`config.mk`:
```
export PLATFORM = sky130hd
export DESIGN_NAME = ptdt_ctrl
export DESIGN_NICKNAME = d
export VERILOG_FILES = /design/src/rtl/core/ptdt_pkg.sv /design/src/rtl/core/ptdt_ctrl.sv
export SDC_FILE = /design/constraint.sdc
export NUM_CORES = 1
export LEC_CHECK = 0
export BUFFER_PORTS_ARGS = -buffer_cell sky130_fd_sc_hd__buf_2
export CAP_MARGIN = 10
export CORE_AREA = 4 4 41 43
export DETAILED_ROUTE_END_ITERATION = 6
export DIE_AREA = 0 0 45 47
export GPL_TIMING_DRIVEN = 0
export PLACE_DENSITY = 0.53
export SKIP_CTS_REPAIR_TIMING = 1
export SYNTH_ARGS = -nofsm -noshare
export SYNTH_HDL_FRONTEND = slang
export SYNTH_SLANG_ARGS = --single-unit
```
`constraint.sdc`:
```
create_clock -name i_clk -period 1.4 [get_ports i_clk]
set_clock_uncertainty 0.05 [all_clocks]
set_input_delay 0.14 -clock i_clk [delete_from_list [all_inputs] [get_ports i_clk]]
set_output_delay 0.14 -clock i_clk [all_outputs]
set_load 0.01 [all_outputs]
```
`src/rtl/core/ptdt_pkg.sv`:
```
`default_nettype none

package ptdt_pkg;

    // table size default, handed down from the top level
    localparam int TABLE_DEPTH_DEF = 256;

    localparam int TILE_ROWS = 8;
    localparam int ROW_W     = 16;
    localparam int TILE_W    = TILE_ROWS * ROW_W;

    localparam logic [2:0] ROW_LAST = 3'(TILE_ROWS - 1);

    // item kinds carried in tuser
    localparam logic KIND_PIXELS  = 1'b0;
    localparam logic KIND_PRELOAD = 1'b1;

    // stream widths, whole bytes
    localparam int S_TDATA_W = 40;
    localparam int M_TDATA_W = 24;

    typedef struct packed {
        logic row_wr;        // write the accepted row into the row buffer
        logic search_start;  // clear the search pointer and compare stage
        logic search_run;    // step the search through the table
        logic take_hit;      // capture the matching index as the result
        logic append;        // append the buffered tile, or flag full
        logic out_load;      // move the result into the output register
    } t_cmd;

    typedef struct packed {
        logic hit;       // compare stage matches the buffered tile
        logic miss_end;  // last stored tile compared without a match
        logic empty;     // no tiles stored
        logic out_free;  // output register can take a result
    } t_stat;

endpackage

`default_nettype wire

```
`src/rtl/core/ptdt_ctrl.sv`:
```
`default_nettype none

module ptdt_ctrl (
    input  wire logic             i_clk,
    input  wire logic             i_rst_n,
    input  wire logic             i_s_tvalid,
    input  wire logic             i_kind,
    input  wire logic [2:0]       i_row,
    input  wire ptdt_pkg::t_stat  i_stat,
    output logic                  o_s_tready,
    output ptdt_pkg::t_cmd        o_cmd
);

    localparam logic [1:0] ST_IDLE   = 2'd0;
    localparam logic [1:0] ST_SEARCH = 2'd1;
    localparam logic [1:0] ST_APPEND = 2'd2;
    localparam logic [1:0] ST_DONE   = 2'd3;

    logic [1:0] r_state;
    logic [1:0] n_state;

    always_comb begin
        n_state = r_state;
        o_cmd   = '0;
        unique case (r_state)
            ST_IDLE: begin
                o_cmd.row_wr = i_s_tvalid;
                if (i_s_tvalid && i_row == ptdt_pkg::ROW_LAST) begin
                    if (i_kind == ptdt_pkg::KIND_PIXELS && !i_stat.empty) begin
                        o_cmd.search_start = 1'b1;
                        n_state            = ST_SEARCH;
                    end else begin
                        n_state = ST_APPEND;
                    end
                end
            end
            ST_SEARCH: begin
                o_cmd.search_run = 1'b1;
                if (i_stat.hit) begin
                    o_cmd.take_hit = 1'b1;
                    n_state        = ST_DONE;
                end else if (i_stat.miss_end) begin
                    n_state = ST_APPEND;
                end
            end
            ST_APPEND: begin
                o_cmd.append = 1'b1;
                n_state      = ST_DONE;
            end
            ST_DONE: begin
                if (i_stat.out_free) begin
                    o_cmd.out_load = 1'b1;
                    n_state        = ST_IDLE;
                end
            end
            default: begin
                n_state = ST_IDLE;
            end
        endcase
    end

    always_ff @(posedge i_clk) begin
        if (!i_rst_n) begin
            r_state <= ST_IDLE;
        end else begin
            r_state <= n_state;
        end
    end

    assign o_s_tready = (r_state == ST_IDLE);

endmodule

`default_nettype wire

```
==> summary.log <==
[power_and_ir_drop] clock group share of total power 0.179
[routing] Final ANT Viol Nets 0
[synth] number of cells produced by synthesis 25
[status] outcome complete, no violations
[timing] final count of pins violating max slew 0
[layout] antenna fix cells 0
[routing] post-DR wirelength/cell 9.97 um
[setup_path] maximum fanout along the worst path 4
[power_and_ir_drop] PwrDens 1870 mW/mm^2
[setup_path] Crit Path Class reg -> reg
[clocking] number of H-tree branching levels 1
[timing] clock period minus final worst setup slack 1.36 ns
[floorplanning] horizontal die dimension 45 um
[routing] number of design rule violations left after detail routing 0
[synth] fraction of synthesized cell area in xor and xnor cells 0
[timing] number of setup violations in the final report 0
[global_routing] first-pass GRT wire length 765 um
[placed_design] placed instance area 338 sq um
[power_and_ir_drop] largest vdd supply drop 0.00110 V
[job] max-cap violation count 0
[timing] share of the clock period used by the worst path 0.973
[clocking] buffers from clock root to sink, at most 2
[synth] Yosys Warn Count 0
[power_and_ir_drop] cell leakage power 0.000190 uW
[placed_design] gp weighted congestion 0.636
[clocking] CTS clock-pin slew for the worst setup and hold paths 0.03 ns
[timing] actual slew at the worst max-slew pin 0.286 ns
[routing] vias per std cell 4.08
[timing] worst rel slew slack 0.809
[global_routing] overall track demand over capacity in global routing 0.0544
[layout] non-filler cells in the finished layout 61
[floorplanning] standard-cell rows 13
[floorplanning] area of the core 0.00130 sq mm
[placed_design] Port Buffer Count 17
[layout] final instance area 375 sq um
[setup_path] Crit Reg-Reg Endpoint r_state[1]
[synth] post-synthesis area per instance 8.81 sq um
[power_and_ir_drop] Comb pwr share 0.649
[clocking] TritonCTS clock tree done
[synth] multiplexer share of the synthesized area 0.0909
[synth] Yosys cell types 15
[floorplanning] die height 47 um
[setup_path] required arrival time at the worst endpoint 1.49 ns
[setup_path] kind of end point of the critical path flop
[placed_design] dpl ws -0.107 ns
[setup_path] startpoint type of the worst setup path flop
[synth] combinational family with the most area after synthesis adder cells
[synth] register bit total from synthesis 2
[synth] area fraction in compound gates after synthesis 0.153
[worst_hold_path] worst min-delay path endpoint r_state[1]
[timing] total count of hold-check failures in the final report 0
[clocking] root buffer cell clkbuf_4
[setup_path] Data arrival, critical path 1.46 ns
[synth] top cells by count, synth ha_1, inv_1
[routing] met2 WL 174 um
[synth] most frequent cell after synthesis ha_1
[floorplanning] number of top-level design ports 18
[layout] number of nets in the layout 64
[setup_path] minimum setup slack among reg-to-reg paths 0.04 ns
[global_routing] largest net degree at the start of global routing 5
[synth] number of synthesized flops with an enable pin 0
[routing] uppermost routed layer met3
[setup_path] Worst R2R Start r_state[0]
[clocking] CTS Sinks 2
[floorplanning] Die Outline Area 0.00212 sq mm
[synth] synthesized area 220 sq um
[placed_design] number of placed instances with taps included 57
[clocking] cts bufs inserted 3
[routing] detailed-routing wirelength on met1 291 um
[layout] ratio of cells with drive above 1 in the final layout 0.630
[layout] synth-to-layout area growth 70.5%
[power_and_ir_drop] switching power share of the total 0.396
[layout] register name with the most flops r_state
[synth] number of nets produced by synthesis 41
[global_routing] vias in the first global route 187
[synth] share of the synthesized area in the top cell type 0.284
[power_and_ir_drop] sequential power share 0.172
[worst_hold_path] startpoint of the most critical hold path i_rst_n
[power_and_ir_drop] cell-internal power 423 uW
[synth] adder-cell area share of the yosys netlist 0.284
[timing] Max Clk Rate 734 MHz
[global_routing] overflow left after global routing 0
[routing] Via Count 249
[layout] Largest register FFs 2
[synth] register area share after synthesis 0.182
[worst_hold_path] Hold Path Cell Cnt 3
[placed_design] half-perimeter wire length of the detailed placement result 497 um
[power_and_ir_drop] switching pwr 278 uW
[synth] area share of and/or/nand/nor cells after synthesis 0.239
[synth] dominant synthesized flop cell dfxtp_1
[routing] number of DRC markers in iteration 0 6
[timing] Worst Slack Setup Final 0.0378 ns
[clocking] clock latency reported for the late side of the worst-skew pair 0.22 ns
[routing] overall routed net length 608 um
[setup_path] R2R cell count 4
[layout] biggest regs r_state (2)
[worst_hold_path] min-delay worst type in -> reg
[synth] most area-hungry cell type in the Yosys netlist ha_1
[global_routing] number of antenna violations at the first check in global routing 0
[synth] Area contributors post-synth ha_1, dfxtp_1, mux2i_1, and2_1, inv_1
[synth] fraction of registers with async set or reset after synthesis 0
[routing] iteration count of the initial detailed-routing pass 4
[routing] Met3 Routed Length 143 um
[floorplanning] Initial Utilization 0.169
-- worst max-delay path, stage by stage, from the launching register on --
cell and delay, ns:
dfxtp_2 0.33, ha_1 0.21, a222oi_1 0.34, buf_4 0.19
mux2i_1 0.16
-- metal layers --
layer  vias up  track usage
li1        133            -
met1        96       0.0747
met2        20       0.0508
met3         0       0.0575
met4         0       0.0175
met5         -            0
-- per-stage QoR --
stage / TNS, ns / utilization / power (uW) / hold slack [ns]
finish: 0 / 0.288 / 701 / 0.156
global route: -0.0124 / 0.288 / 773 / 0.137
CTS: -0.240 / 0.277 / 667 / 0.150
detailed placement: -0.210 / 0.260 / 535 / 0.381
global placement: -0.159 / 0.260 / 531 / 0.377
floorplan: 0 / - / 416 / 0.228
-- final cells by class --
type	instances	area, sq um
Fill cell	146	926
Multi-Input combinational cell	20	188
Tap cell	15	18.8
Clock buffer	3	22.5
Inverter	3	11.3
Sequential cell	2	42.5
Timing Repair Buffer	18	92.6
-- cell families (layout without fill, tap and decap cells) --
group,Yosys count,in the layout
compound gates,4,4
fa+ha+maj,5,5
buf+inv,3,24
flops,2,2
mux,2,2
simple gates,9,9
-- worst max path at each step --
stage / startpoint / end / slack, ns
after floorplan: r_state[1] / r_state[0] / 0.01
after global placement: r_state[0] / r_state[1] / -0.09
after detailed placement: r_state[0] / r_state[1] / -0.11
after CTS: r_state[0] / r_state[1] / -0.11
after global routing: r_state[1] / r_state[1] / -0.01
final: r_state[0] / r_state[1] / 0.04
-- placed cells by master (no fill, tap or decap), drive strengths merged --
cell type / n
buf: 18
ha: 5
clkbuf: 3
inv: 3
and2: 3
nand2: 2
mux2i: 2
dfxtp: 2
nand4: 1
nor4b: 1
o21ai: 1
nand2b: 1
a21bo: 1
nor2: 1
a222oi: 1
o311ai: 1
-- power by group through the flow --
| stage | logic, uW | clock network (uW) | registers, uW |
|---|---|---|---|
| after floorplan | 306 | 0 | 110 |
| after global placement | 414 | 0 | 117 |
| after detailed placement | 419 | 0 | 117 |
| after CTS | 419 | 132 | 116 |
| after global routing | 503 | 144 | 126 |
| final | 455 | 126 | 121 |
No activity file was read; power rests on OpenSTA's default activity.
